[config.mk]
export PLATFORM = sky130hd
export DESIGN_NAME = blob_nearest_neighbor_tracker_top
export DESIGN_NICKNAME = d
export VERILOG_FILES = /design/src/rtl/bnnt_pkg.sv /design/src/rtl/bnnt_track_mem.sv /design/src/rtl/blob_nearest_neighbor_tracker_top.sv
export SDC_FILE = /design/constraint.sdc
export NUM_CORES = 2
export LEC_CHECK = 0
export ABC_CLOCK_PERIOD_IN_PS = 20000
export BUFFER_PORTS_ARGS = -buffer_cell sky130_fd_sc_hd__buf_2
export CELL_PAD_IN_SITES_DETAIL_PLACEMENT = 0
export CELL_PAD_IN_SITES_GLOBAL_PLACEMENT = 2
export CORE_MARGIN = 4
export CORE_UTILIZATION = 40
export CTS_CLUSTER_SIZE = 30
export DETAILED_ROUTE_END_ITERATION = 16
export GPL_ROUTABILITY_DRIVEN = 0
export HOLD_SLACK_MARGIN = 0.03
export PLACE_DENSITY_LB_ADDON = 0.1
export SYNTH_ARGS = -nofsm -noshare
export SYNTH_HDL_FRONTEND = slang
export SYNTH_SLANG_ARGS = --single-unit
[constraint.sdc]
create_clock -name clk -period 20 [get_ports clk]
set_clock_uncertainty 0.2 [all_clocks]
set_input_delay 1 -clock clk [delete_from_list [all_inputs] [get_ports clk]]
set_output_delay 1 -clock clk [all_outputs]
set_load 0.005 [all_outputs]
[src/rtl/bnnt_pkg.sv]
`default_nettype none
package bnnt_pkg;
    localparam int CFG_IDX_W = 2;
    localparam logic [CFG_IDX_W-1:0] REG_MIN_PER   = 2'd0;
    localparam logic [CFG_IDX_W-1:0] REG_MAX_PER   = 2'd1;
    localparam logic [CFG_IDX_W-1:0] REG_MATCH_SQ  = 2'd2;

    localparam logic [1:0] KIND_ALIVE   = 2'd0;
    localparam logic [1:0] KIND_REMOVED = 2'd1;
    localparam logic [1:0] KIND_EMPTY   = 2'd2;

    localparam int MAX_RESULTS = 16;

    typedef enum logic [2:0] {
        ST_IDLE,
        ST_SCAN,
        ST_COMMIT,
        ST_SORT,
        ST_EMIT,
        ST_EMIT_WAIT
    } state_t;
endpackage
`default_nettype wire

[src/rtl/bnnt_track_mem.sv]
`default_nettype none
// Track payload memory: id, x, y, area per slot. One write port, one
// registered read port.
module bnnt_track_mem #(
    parameter int DEPTH = 16,
    parameter int AW    = 4,
    parameter int CW    = 16
) (
    input  wire logic          clk,
    input  wire logic          we,
    input  wire logic [AW-1:0] waddr,
    input  wire logic [31:0]   wid,
    input  wire logic [CW-1:0] wx,
    input  wire logic [CW-1:0] wy,
    input  wire logic [15:0]   warea,
    input  wire logic [AW-1:0] raddr,
    output logic      [31:0]   rid,
    output logic      [CW-1:0] rx,
    output logic      [CW-1:0] ry,
    output logic      [15:0]   rarea
);
    logic [32+2*CW+16-1:0] mem [DEPTH];

    always_ff @(posedge clk)
    begin
        if (we)
        begin
            mem[waddr] <= {wid, wx, wy, warea};
        end
        {rid, rx, ry, rarea} <= mem[raddr];
    end
endmodule
`default_nettype wire

[src/rtl/blob_nearest_neighbor_tracker_top.sv]
`default_nettype none
// Blob item: one memory read per slot, then a commit; a discarded blob is dropped
// without a scan. Frame end: a sort pass reads every slot, then results go out one
// at a time, each held until the output takes it. The single read port of the track
// memory sets both.
// Reset: valid and updated marks cleared, next id 1, registers to defaults.
// The track memory is not cleared; entries are read only while valid.
module blob_nearest_neighbor_tracker_top #(
    parameter int MAX_TRACKS = 16,
    parameter int COORD_BITS = 16
) (
    input  wire logic        clk,
    input  wire logic        rst_n,
    input  wire logic        s_tvalid,
    output logic             s_tready,
    // mode is tuser; tdata: centroid_x, centroid_y, blob_area, perimeter, has_hole
    input  wire logic [63:0] s_tdata,
    input  wire logic        s_tuser,
    output logic             m_tvalid,
    input  wire logic        m_tready,
    // tdata: track_number, pos_x, pos_y, area_out ; tuser: kind
    output logic [79:0]      m_tdata,
    output logic [1:0]       m_tuser,
    output logic             m_tlast,
    input  wire logic        cfg_valid,
    output logic             cfg_ready,
    input  wire logic [1:0]  cfg_index,
    input  wire logic [23:0] cfg_data
);
    import bnnt_pkg::*;

    localparam int AW = (MAX_TRACKS > 1) ? $clog2(MAX_TRACKS) : 1;
    localparam int CW = COORD_BITS;
    localparam int CNTW = $clog2(MAX_TRACKS + 1);
    localparam int NOUT = (MAX_TRACKS < MAX_RESULTS) ? MAX_TRACKS : MAX_RESULTS;
    localparam int OW = $clog2(NOUT + 1);
    localparam int IW = (NOUT > 1) ? $clog2(NOUT) : 1;
    localparam int DW = (2 * CW + 1 > 24) ? 2 * CW + 1 : 24;

    // configuration
    logic [11:0] min_per_reg, max_per_reg;
    logic [23:0] match_reg;
    assign cfg_ready = 1'b1;
    always_ff @(posedge clk or negedge rst_n)
    begin
        if (!rst_n)
        begin
            min_per_reg <= 12'd10;
            max_per_reg <= 12'd60;
            match_reg   <= 24'd12800;
        end
        else if (cfg_valid)
        begin
            case (cfg_index)
                REG_MIN_PER:  min_per_reg <= cfg_data[11:0];
                REG_MAX_PER:  max_per_reg <= cfg_data[11:0];
                REG_MATCH_SQ: match_reg   <= cfg_data;
                default: ;
            endcase
        end
    end

    state_t state_reg, state_next;
    logic [MAX_TRACKS-1:0] valid_reg, upd_reg;
    logic [31:0] nid_reg;
    logic [CNTW-1:0] cnt_reg;
    logic rd_ok_reg;
    logic [AW-1:0] rd_slot_reg;
    logic [CW-1:0] bx_reg, by_reg;
    logic [15:0] ba_reg;
    logic found_reg;
    logic [AW-1:0] best_reg;
    logic [31:0] best_id_reg;
    logic [2*CW:0] best_d_reg;
    // ordering list: slots sorted by (id, slot)
    logic [AW-1:0] ord_reg [NOUT];
    logic [31:0]   ordid_reg [NOUT];
    logic [OW-1:0] n_reg, k_reg;

    // nearest track close enough to take the blob
    logic match_hit;
    assign match_hit = found_reg && (DW'(best_d_reg) <= DW'(match_reg));

    // memory
    logic we;
    logic [AW-1:0] waddr, raddr;
    logic [31:0] wid;
    logic [31:0] rid;
    logic [CW-1:0] rx, ry;
    logic [15:0] rarea;
    // a matched track keeps its id, a new one takes the next id
    assign wid = match_hit ? best_id_reg : nid_reg;
    bnnt_track_mem #(.DEPTH(MAX_TRACKS), .AW(AW), .CW(CW)) u_mem (
        .clk(clk), .we(we), .waddr(waddr), .wid(wid), .wx(bx_reg), .wy(by_reg),
        .warea(ba_reg), .raddr(raddr), .rid(rid), .rx(rx), .ry(ry), .rarea(rarea)
    );

    // distance of the slot just read
    logic [CW-1:0] dx, dy;
    logic [2*CW-1:0] dx_sq, dy_sq;
    logic [2*CW:0] sq_dist;
    assign dx = (bx_reg > rx) ? bx_reg - rx : rx - bx_reg;
    assign dy = (by_reg > ry) ? by_reg - ry : ry - by_reg;
    assign dx_sq = {{CW{1'b0}}, dx} * {{CW{1'b0}}, dx};
    assign dy_sq = {{CW{1'b0}}, dy} * {{CW{1'b0}}, dy};
    assign sq_dist = {1'b0, dx_sq} + {1'b0, dy_sq};
    logic better;
    assign better = !found_reg || sq_dist < best_d_reg ||
                    (sq_dist == best_d_reg && rid < best_id_reg);

    // lowest free slot
    logic [AW-1:0] free_slot;
    logic has_free;
    always_comb
    begin
        free_slot = '0;
        has_free = 1'b0;
        for (int i = MAX_TRACKS - 1; i >= 0; i--)
        begin
            if (!valid_reg[i])
            begin
                free_slot = AW'(i);
                has_free = 1'b1;
            end
        end
    end

    // insertion position of the read slot in the ordered list
    logic [OW-1:0] ins_pos;
    always_comb
    begin
        ins_pos = n_reg;
        for (int j = NOUT - 1; j >= 0; j--)
        begin
            if (OW'(j) < n_reg && rid < ordid_reg[j])
            begin
                ins_pos = OW'(j);
            end
        end
    end

    logic blob_ok;
    assign blob_ok = !s_tdata[60] && s_tdata[59:48] >= min_per_reg &&
                     s_tdata[59:48] <= max_per_reg;
    logic scan_done, cur_last;
    assign scan_done = cnt_reg == CNTW'(MAX_TRACKS);
    logic [AW-1:0] cur_slot;
    assign cur_slot = ord_reg[k_reg[IW-1:0]];
    assign cur_last = k_reg + OW'(1) == n_reg;

    logic out_full_reg;
    logic out_load;
    assign s_tready = state_reg == ST_IDLE;
    assign m_tvalid = out_full_reg;
    assign out_load = state_reg == ST_EMIT_WAIT && (!out_full_reg || m_tready);

    // control
    always_comb
    begin
        state_next = state_reg;
        we = 1'b0;
        waddr = free_slot;
        raddr = cnt_reg[AW-1:0];
        case (state_reg)
            ST_IDLE:
            begin
                if (s_tvalid)
                begin
                    if (s_tuser) state_next = ST_SORT;
                    else if (blob_ok) state_next = ST_SCAN;
                end
            end
            ST_SCAN:   if (scan_done && !rd_ok_reg) state_next = ST_COMMIT;
            ST_COMMIT:
            begin
                state_next = ST_IDLE;
                if (match_hit)
                begin
                    we = 1'b1;
                    waddr = best_reg;
                end
                else if (has_free)
                    we = 1'b1;
            end
            ST_SORT:   if (scan_done && !rd_ok_reg) state_next = ST_EMIT;
            ST_EMIT:   state_next = ST_EMIT_WAIT;
            ST_EMIT_WAIT:
            begin
                if (!out_full_reg || m_tready)
                    state_next = (n_reg == '0 || cur_last) ? ST_IDLE : ST_EMIT;
            end
            default:   state_next = ST_IDLE;
        endcase
        // hold the read on the reported slot while the output waits
        if (state_reg == ST_EMIT || state_reg == ST_EMIT_WAIT) raddr = cur_slot;
    end

    always_ff @(posedge clk or negedge rst_n)
    begin
        if (!rst_n)
        begin
            state_reg <= ST_IDLE;
            valid_reg <= '0;
            upd_reg <= '0;
            nid_reg <= 32'd1;
            cnt_reg <= '0;
            rd_ok_reg <= 1'b0;
            found_reg <= 1'b0;
            n_reg <= '0;
            k_reg <= '0;
            out_full_reg <= 1'b0;
        end
        else
        begin
            state_reg <= state_next;
            if (out_load) out_full_reg <= 1'b1;
            else if (out_full_reg && m_tready) out_full_reg <= 1'b0;
            case (state_reg)
                ST_IDLE:
                begin
                    cnt_reg <= '0;
                    rd_ok_reg <= 1'b0;
                    found_reg <= 1'b0;
                    n_reg <= '0;
                    k_reg <= '0;
                end
                ST_SCAN, ST_SORT:
                begin
                    if (!scan_done)
                    begin
                        cnt_reg <= cnt_reg + CNTW'(1);
                        rd_ok_reg <= valid_reg[cnt_reg[AW-1:0]];
                        rd_slot_reg <= cnt_reg[AW-1:0];
                    end
                    else rd_ok_reg <= 1'b0;
                    if (rd_ok_reg && state_reg == ST_SCAN && better)
                    begin
                        found_reg <= 1'b1;
                        best_reg <= rd_slot_reg;
                        best_id_reg <= rid;
                        best_d_reg <= sq_dist;
                    end
                    if (rd_ok_reg && state_reg == ST_SORT && ins_pos < OW'(NOUT))
                    begin
                        for (int j = NOUT - 1; j >= 0; j--)
                        begin
                            if (OW'(j) > ins_pos)
                            begin
                                ord_reg[j] <= ord_reg[(j + NOUT - 1) % NOUT];
                                ordid_reg[j] <= ordid_reg[(j + NOUT - 1) % NOUT];
                            end
                        end
                        ord_reg[ins_pos[IW-1:0]] <= rd_slot_reg;
                        ordid_reg[ins_pos[IW-1:0]] <= rid;
                        if (n_reg < OW'(NOUT)) n_reg <= n_reg + OW'(1);
                    end
                end
                ST_COMMIT:
                begin
                    if (match_hit) upd_reg[best_reg] <= 1'b1;
                    else if (has_free)
                    begin
                        valid_reg[free_slot] <= 1'b1;
                        upd_reg[free_slot] <= 1'b1;
                        nid_reg <= nid_reg + 32'd1;
                    end
                end
                ST_EMIT_WAIT:
                begin
                    if (out_load)
                    begin
                        if (n_reg == '0)
                        begin
                            m_tuser <= KIND_EMPTY;
                            m_tdata <= '0;
                            m_tlast <= 1'b1;
                        end
                        else
                        begin
                            m_tuser <= upd_reg[cur_slot] ? KIND_ALIVE : KIND_REMOVED;
                            m_tdata <= {16'(rarea), 16'(ry), 16'(rx), rid};
                            m_tlast <= cur_last;
                            if (upd_reg[cur_slot]) upd_reg[cur_slot] <= 1'b0;
                            else valid_reg[cur_slot] <= 1'b0;
                            k_reg <= k_reg + OW'(1);
                        end
                    end
                end
                default: ;
            endcase
        end
    end

    // latch the blob fields
    always_ff @(posedge clk)
    begin
        if (state_reg == ST_IDLE)
        begin
            bx_reg <= CW'(s_tdata[15:0]);
            by_reg <= CW'(s_tdata[31:16]);
            ba_reg <= s_tdata[47:32];
        end
    end

    property p_one_work;
        @(posedge clk) disable iff (!rst_n) out_full_reg && !m_tready |=> out_full_reg;
    endproperty
    a_hold: assert property (p_one_work) else $error("result dropped");
    a_busy: assert property (@(posedge clk) disable iff (!rst_n)
        state_reg == ST_COMMIT |=> state_reg == ST_IDLE) else $error("commit stuck");
    a_id: assert property (@(posedge clk) disable iff (!rst_n)
        state_reg != ST_COMMIT |=> nid_reg == $past(nid_reg)) else $error("id moved");
endmodule
`default_nettype wire
=== Yosys cells after proc, flatten, opt, wreduce, memory -nomap -nowiden ===
Memory sizes are Yosys's and may differ from the RTL's. A register that Yosys moved wholly into a read port is not among the register bits.
Index checks and enable logic that the tools add are counted.

* Bits in registers: 337
* Bits in latches: 0
* Memory bits (writable): 1856
* Bits in read-only memories: 0
* Output and inout port bits: 86
* Logic and storage cells: 392
* Memories: 3

* Add/subtract/negate cells: 9
* $mul: 2
* Div/mod/pow operators: 0
* Magnitude comparators: 64
* Equality and inequality tests: 26
* Shift operators: 0
* Mux-type cells: 177
* Bitwise gates (word level): 8
* Reductions and logical operators: 80

{| class="wikitable"
|+ Memories
! name !! words !! bits a word !! read ports !! clocked after memory_dff !! write ports !! line !! source
|-
| u_mem.mem || 16 || 80 || 1 || 1 || 1 || bnnt_track_mem.sv:22 || <nowiki>logic [32+2*CW+16-1:0] mem [DEPTH];</nowiki>
|-
| ordid_reg || 16 || 32 || 16 || 0 || 16 || blob_nearest_neighbor_tracker_top.sv:77 || <nowiki>logic [31:0] ordid_reg [NOUT];</nowiki>
|-
| ord_reg || 16 || 4 || 17 || 0 || 16 || blob_nearest_neighbor_tracker_top.sv:76 || <nowiki>logic [AW-1:0] ord_reg [NOUT];</nowiki>
|}

{| class="wikitable"
|+ Operators with widths
! kind !! count
|-
| $lt A32 B32 Y1 || 17
|-
| $mux W16 || 12
|-
| $mux W5 || 21
|-
| $mux W1 || 100
|-
| $mux W4 || 22
|-
| $mul A16 B16 Y32 || 2
|-
| $mux W32 || 2
|-
| $pmux W16 S2 || 2
|-
| $sub A16 B16 Y16 || 4
|-
| $or A16 B16 Y16 || 3
|-
| $logic_and A1 B1 Y1 || 47
|-
| $gt A4 B5 Y1 const A || 8
|-
| $lt A4 B5 Y1 const A || 8
|-
| $add A32 B32 Y33 || 1
|-
| $eq A33 B33 Y1 || 1
|-
| $le A33 B24 Y1 || 1
|-
| $lt A33 B33 Y1 || 1
|-
| $add A32 B1 Y32 const B || 1
|-
| $and A16 B16 Y16 || 2
|-
| $gt A16 B16 Y1 || 2
|-
| $reduce_or A32 Y1 || 1
|-
| $pmux W5 S2 || 3
|-
| $ne A2 B2 Y1 const B || 12
|-
| $mux W3 || 7
|-
| 40 further kinds || 86
|}

=== Longest topological paths before layout ===
An unclocked memory read counts as a cell.

* Word-level depth: 27
* Mapped depth: 55
* Depth with buffers taken out: 52

=== Cells and area by module ===
A second synthesis with hierarchy kept.

* Cell total of the unflattened synthesis: 8733
* Area, all modules: 121242.5 µm²

{| class="wikitable"
|+ Modules (own cells, without submodules)
! module !! times used !! cells each !! area an instance (µm²) !! seq. area each (µm²)
|-
| blob_nearest_neighbor_tracker_top || 1 || 6679 || 71820.1 || 26763.2
|-
| bnnt_track_mem || 1 || 2054 || 49422.4 || 40038.4
|}

=== Least setup slack after synthesis ===
No wires, ideal clock.

* Kind: flip-flop to flip-flop
* From: reg bx_reg[14]
* To: reg best_d_reg[0] (enable)
* Setup time: 0.431 ns
* Data arrival time: 12.906 ns
* Data required time: 19.369 ns
* Path slack: 6.463 ns
* Stages on the path, launching flop included: 47
* Clock period less this slack: 13.537 ns
* Cell sequence: edfxtp_1 inv_1 ha_1 nand2_1 or4_4 nor4_2 a21o_1 buf_6 mux2i_4 a31oi_1 a211oi_1 a31oi_1 xnor2_1 clkbuf_1 nor2_1 fa_1 fa_1 fa_1 [... 11 more ...] a311oi_1 o21ai_0 o21ai_0 o2111a_1 nor2_1 o21ai_0 nand2b_1 nand2_1 xnor2_1 ha_1 a21o_1 a21o_1 a21oi_1 o21ai_0 a211oi_1 o21ai_0 o21ai_0 a41o_1

* Longest elaborated chain between the ends: 9
* Elaborated cells between the ends (all ways): 13
* Those cells by class: add/sub (3); mul (1); order compare (2); eq/ne (1); mux (1); reduce/logical (5)

{| class="wikitable"
|+ Ends and longest elaborated chain
! item !! line !! source
|-
| start, declared || blob_nearest_neighbor_tracker_top.sv:69 || <nowiki>logic [CW-1:0] bx_reg, by_reg;</nowiki>
|-
| start signal, assigned || blob_nearest_neighbor_tracker_top.sv:299 || <nowiki>bx_reg <= CW'(s_tdata[15:0]);</nowiki>
|-
| $sub A16 B16 Y16 or $gt A16 B16 Y1 (tied branches) || blob_nearest_neighbor_tracker_top.sv:102 || <nowiki>assign dx = (bx_reg > rx) ? bx_reg - rx : rx - bx_reg;</nowiki>
|-
| $mux W16 (*) || blob_nearest_neighbor_tracker_top.sv:102 ||
|-
| $mul A16 B16 Y32 (*) || blob_nearest_neighbor_tracker_top.sv:104 || <nowiki>assign dx_sq = {{CW{1'b0}}, dx} * {{CW{1'b0}}, dx};</nowiki>
|-
| $add A32 B32 Y33 (*) || blob_nearest_neighbor_tracker_top.sv:106 || <nowiki>assign sq_dist = {1'b0, dx_sq} + {1'b0, dy_sq};</nowiki>
|-
| net sq_dist[30] || blob_nearest_neighbor_tracker_top.sv:101 || <nowiki>logic [2*CW:0] sq_dist;</nowiki>
|-
| $lt A33 B33 Y1 or $eq A33 B33 Y1 (tied branches) || blob_nearest_neighbor_tracker_top.sv:108, blob_nearest_neighbor_tracker_top.sv:109 ||
|-
| $logic_or A1 B1 Y1 or $logic_and A1 B1 Y1 (tied branches) || blob_nearest_neighbor_tracker_top.sv:108, blob_nearest_neighbor_tracker_top.sv:109 ||
|-
| $logic_or A1 B1 Y1 (*) || blob_nearest_neighbor_tracker_top.sv:108 || <nowiki>assign better = !found_reg || sq_dist < best_d_reg ||</nowiki>
|-
| $logic_and A1 B1 Y1 (*) || blob_nearest_neighbor_tracker_top.sv:236 || <nowiki>if (rd_ok_reg && state_reg == ST_SCAN && better)</nowiki>
|-
| $reduce_and A3 Y1 (no source line) (*) || n/a ||
|-
| end signal, assigned || blob_nearest_neighbor_tracker_top.sv:241 || <nowiki>best_d_reg <= sq_dist;</nowiki>
|-
| end, declared || blob_nearest_neighbor_tracker_top.sv:74 || <nowiki>logic [2*CW:0] best_d_reg;</nowiki>
|}

Mark *: on every way through the listed nets, which the timed path passes. The rest lies on a longest branch.
A chain may end at the register's enable or synchronous reset.

=== Final worst setup path ===
* From: reg by_reg[2]
* To: reg best_id_reg[10] (enable)

* Longest elaborated chain between the ends: 9
* Elaborated cells between the ends (all ways): 13
* Those cells by class: add/sub (3); mul (1); order compare (2); eq/ne (1); mux (1); reduce/logical (5)

{| class="wikitable"
|+ Ends and longest elaborated chain
! item !! line !! source
|-
| start, declared || blob_nearest_neighbor_tracker_top.sv:69 ||
|-
| start signal, assigned || blob_nearest_neighbor_tracker_top.sv:300 || <nowiki>by_reg <= CW'(s_tdata[31:16]);</nowiki>
|-
| $sub A16 B16 Y16 or $gt A16 B16 Y1 (tied branches) || blob_nearest_neighbor_tracker_top.sv:103 || <nowiki>assign dy = (by_reg > ry) ? by_reg - ry : ry - by_reg;</nowiki>
|-
| $mux W16 (*) || blob_nearest_neighbor_tracker_top.sv:103 ||
|-
| $mul A16 B16 Y32 (*) || blob_nearest_neighbor_tracker_top.sv:105 || <nowiki>assign dy_sq = {{CW{1'b0}}, dy} * {{CW{1'b0}}, dy};</nowiki>
|-
| $add A32 B32 Y33 (*) || blob_nearest_neighbor_tracker_top.sv:106 ||
|-
| net sq_dist[32] || blob_nearest_neighbor_tracker_top.sv:101 ||
|-
| $lt A33 B33 Y1 or $eq A33 B33 Y1 (tied branches) || blob_nearest_neighbor_tracker_top.sv:108, blob_nearest_neighbor_tracker_top.sv:109 ||
|-
| $logic_or A1 B1 Y1 or $logic_and A1 B1 Y1 (tied branches) || blob_nearest_neighbor_tracker_top.sv:108, blob_nearest_neighbor_tracker_top.sv:109 ||
|-
| $logic_or A1 B1 Y1 (*) || blob_nearest_neighbor_tracker_top.sv:108 ||
|-
| $logic_and A1 B1 Y1 (*) || blob_nearest_neighbor_tracker_top.sv:236 ||
|-
| $reduce_and A3 Y1 (no source line) (*) || n/a ||
|-
| end signal, assigned || blob_nearest_neighbor_tracker_top.sv:240 || <nowiki>best_id_reg <= rid;</nowiki>
|-
| end, declared || blob_nearest_neighbor_tracker_top.sv:73 || <nowiki>logic [31:0] best_id_reg;</nowiki>
|}

Marks and branches as above.

==> results.py <==
metrics = {
    "min_path": {
        "hold_depth": 1,
        "hold_start": "s_tdata[33]",
        "hold_path_end": "ba_reg[1]",
        "hold_path_class": "in -> reg",
    },
    "finish": {
        "layout_commonest_cell": "edfxtp_1",
        "area_growth_pct": 12.31,
        "stdcell_count": 14572,
        "final_net_count": 11613,
        "drive_gt1_share_pct": 14.82,
        "utilization_pct": 45.27,
        "final_cell_mix": "edfxtp_1 (2060), inv_1 (1266), nand2_1 (920)",
        "largest_reg_flops": 1280,
    },
    "setup_path": {
        "path_common_cell": "fa_1",
        "cp_max_fo": 69,
        "path_buf_inv": 8,
        "path_class": "reg -> reg",
        "cp.required_ns": 20.26,
        "r2r_cells": 46,
        "endpoint_kind": "register",
        "cp_slowest_cell": "a41o_4",
        "r2r_slack_ns": 4.65,
        "cp_slowest_stage_delay_ns": 0.85,
        "cp-start-kind": "register",
        "r2r-end": "best_id_reg[10]",
        "reg2reg_from": "by_reg[2]",
        "cp_top_family": "adder cells",
        "arrival_ns": 15.61,
        "worst-path-stages": 46,
    },
    "clock_tree": {
        "cts_root_buffer": "clkbuf_16",
        "cts_buffers": 266,
        "cts_num_sinks": 2273,
        "cts_max_level": 5,
        "cts_setup_buffers": 0,
        "path_clk_slew_ns": 0.06,
        "cts_tree": "done",
        "clockBufferDepth": 4,
        "clock_latency_ns": 0.89,
    },
    "logic_synthesis": {
        "syn_area_sq_um": 123700,
        "ys_seq_area_share_pct": 54.02,
        "synth_area_per_cell_sq_um": 12.33,
        "synthFlopType": "edfxtp_1",
        "ys_seq_elements": 2273,
        "yosysUniqueCellTypes": 94,
        "synth_top_cell_by_area": "edfxtp_1",
        "yosys.area.top_type_share_pct": 50.02,
        "syn_nets": 11390,
        "synth.yosys.warnings": 0,
        "synthArstFlopShare_pct": 5.851,
        "synth_enable_flop_cells": 2060,
        "postSynthCellCount": 10030,
        "synthTopCellsByArea": "edfxtp_1 (50%), ha_1 (8.8%), fa_1 (6.4%), mux2_2 (5.6%), inv_1 (3.8%)",
    },
    "global_route": {
        "overflow": 0,
        "grt_first_pass_wirelength_mm": 524.8,
        "grt_pass1_vias": 80692,
        "grt_usage_pct": 21.82,
        "antenna_found_initial": 15,
        "grt_max_degree": 193,
    },
    "sta": {
        "setup_viol": 0,
        "slew_violations": 0,
        "clock.fmax_ghz": 0.06516,
        "finalSetupTns_ns": 0,
        "finalWorstSetupSlack_ns": 4.653,
        "slew_headroom_pct": 14.36,
        "rsz0062_at_grt": "no",
        "hold_viol": 0,
        "fin_crit_ns": 15.35,
        "worst_slew_pin_slew_ns": 1.276,
        "post-route-period-util_pct": 76.74,
    },
    "run_status": {
        "outcome": "complete, no violations",
    },
    "detailed_routing": {
        "wl_mm": 351.3,
        "ant_nets": 0,
        "num_vias": 78568,
        "firstDrtPassIters": 5,
        "drt-vias-per-instance": 5.392,
        "drtIter0Drc": 5241,
        "wire_per_inst_um": 24.11,
        "drc_errors": 0,
    },
    "flow_run": {
        "drv_cap": 0,
    },
    "place": {
        "hpwl_mm": 225.8,
        "port_buffers": 177,
        "placed_cells": 14057,
        "pre_cts_slack_ns": 4.651,
    },
    "die": {
        "core_sq_um": 306800,
        "rows": 203,
        "dieArea_sq_um": 318100,
        "die_h_um": 564.0,
        "fp.dieW_um": 564.0,
        "initial_core_util_pct": 40.31,
        "io_pins": 182,
    },
}
==> worst max-delay path by stage <==
stage | startpoint | endpoint
2_1_floorplan | bx_reg[14] | best_d_reg[0]
4_1_cts | by_reg[2] | best_id_reg[10]
5_1_grt | by_reg[2] | best_id_reg[10]
3_3_place_gp | by_reg[2] | best_id_reg[3]
3_5_place_dp | by_reg[2] | best_id_reg[3]
6_report | by_reg[2] | best_id_reg[10]
==> Yosys cell counts, types with 179 or more instances <==
cell type / count
a211oi_1: 437
a21o_1: 179
a21oi_1: 402
a31oi_1: 184
and2_1: 372
clkbuf_1: 382
edfxtp_1: 2060
fa_1: 395
ha_1: 869
inv_1: 1267
mux2_2: 610
nand2_1: 921
nor2_1: 349
o21ai_0: 192
==> kinds of logic after synthesis <==
| kind of cell | count (synthesis) | synth area share, % |
|---|---|---|
| multiplexers | 685 | 6.442 |
| XOR/XNOR | 109 | 0.7780 |
| adder cells (fa/ha/maj) | 1264 | 15.19 |
| other | 1 | 0.003032 |
| AO/OA/AOI/OAI | 1804 | 9.900 |
| buffers and inverters | 1739 | 5.368 |
| AND/OR/NAND/NOR | 2155 | 8.305 |
| flip-flops | 2273 | 54.02 |
==> timing repair <==
item / in CTS / in global routing
endpoints found under the setup margin: 0 / 0
resized for setup: 0 / 0
hold buffers: 27 / 0
endpoints found under the hold margin: 53 / 0
==> routing by layer <==
layer	wire length, um	part of all wire (%)	GRT usage, %
met5	0	0	0
met1	168200	48	31.70
met3	14660	4.2	2.436
met4	6752	1.9	4.696
met2	161700	46	35.30
==> layout make-up <==
class | count | area (sq um)
inverter | 1282 | 4815
antenna | 8 | 20.02
fill | 28161 | 167900
tap | 4100 | 5130
timing repair buffer | 412 | 2899
sequential | 2273 | 66830
clock buffer | 358 | 7385
multi-input combinational | 6018 | 50650
clock inverter | 121 | 1161
==> metrics by stage <==
stage                     area [sq um]  hold WS (ns)
after floorplan                 123700        0.2415
after global placement          130100        0.2612
after detailed placement        130100        0.2617
after CTS                       138900       0.04011
after global routing            138900       0.06849
final                           138900        0.1300
Power is left out: the tool's default activity adds up to more than one toggle a clock period on the data nets, which glitch-free logic cannot reach.
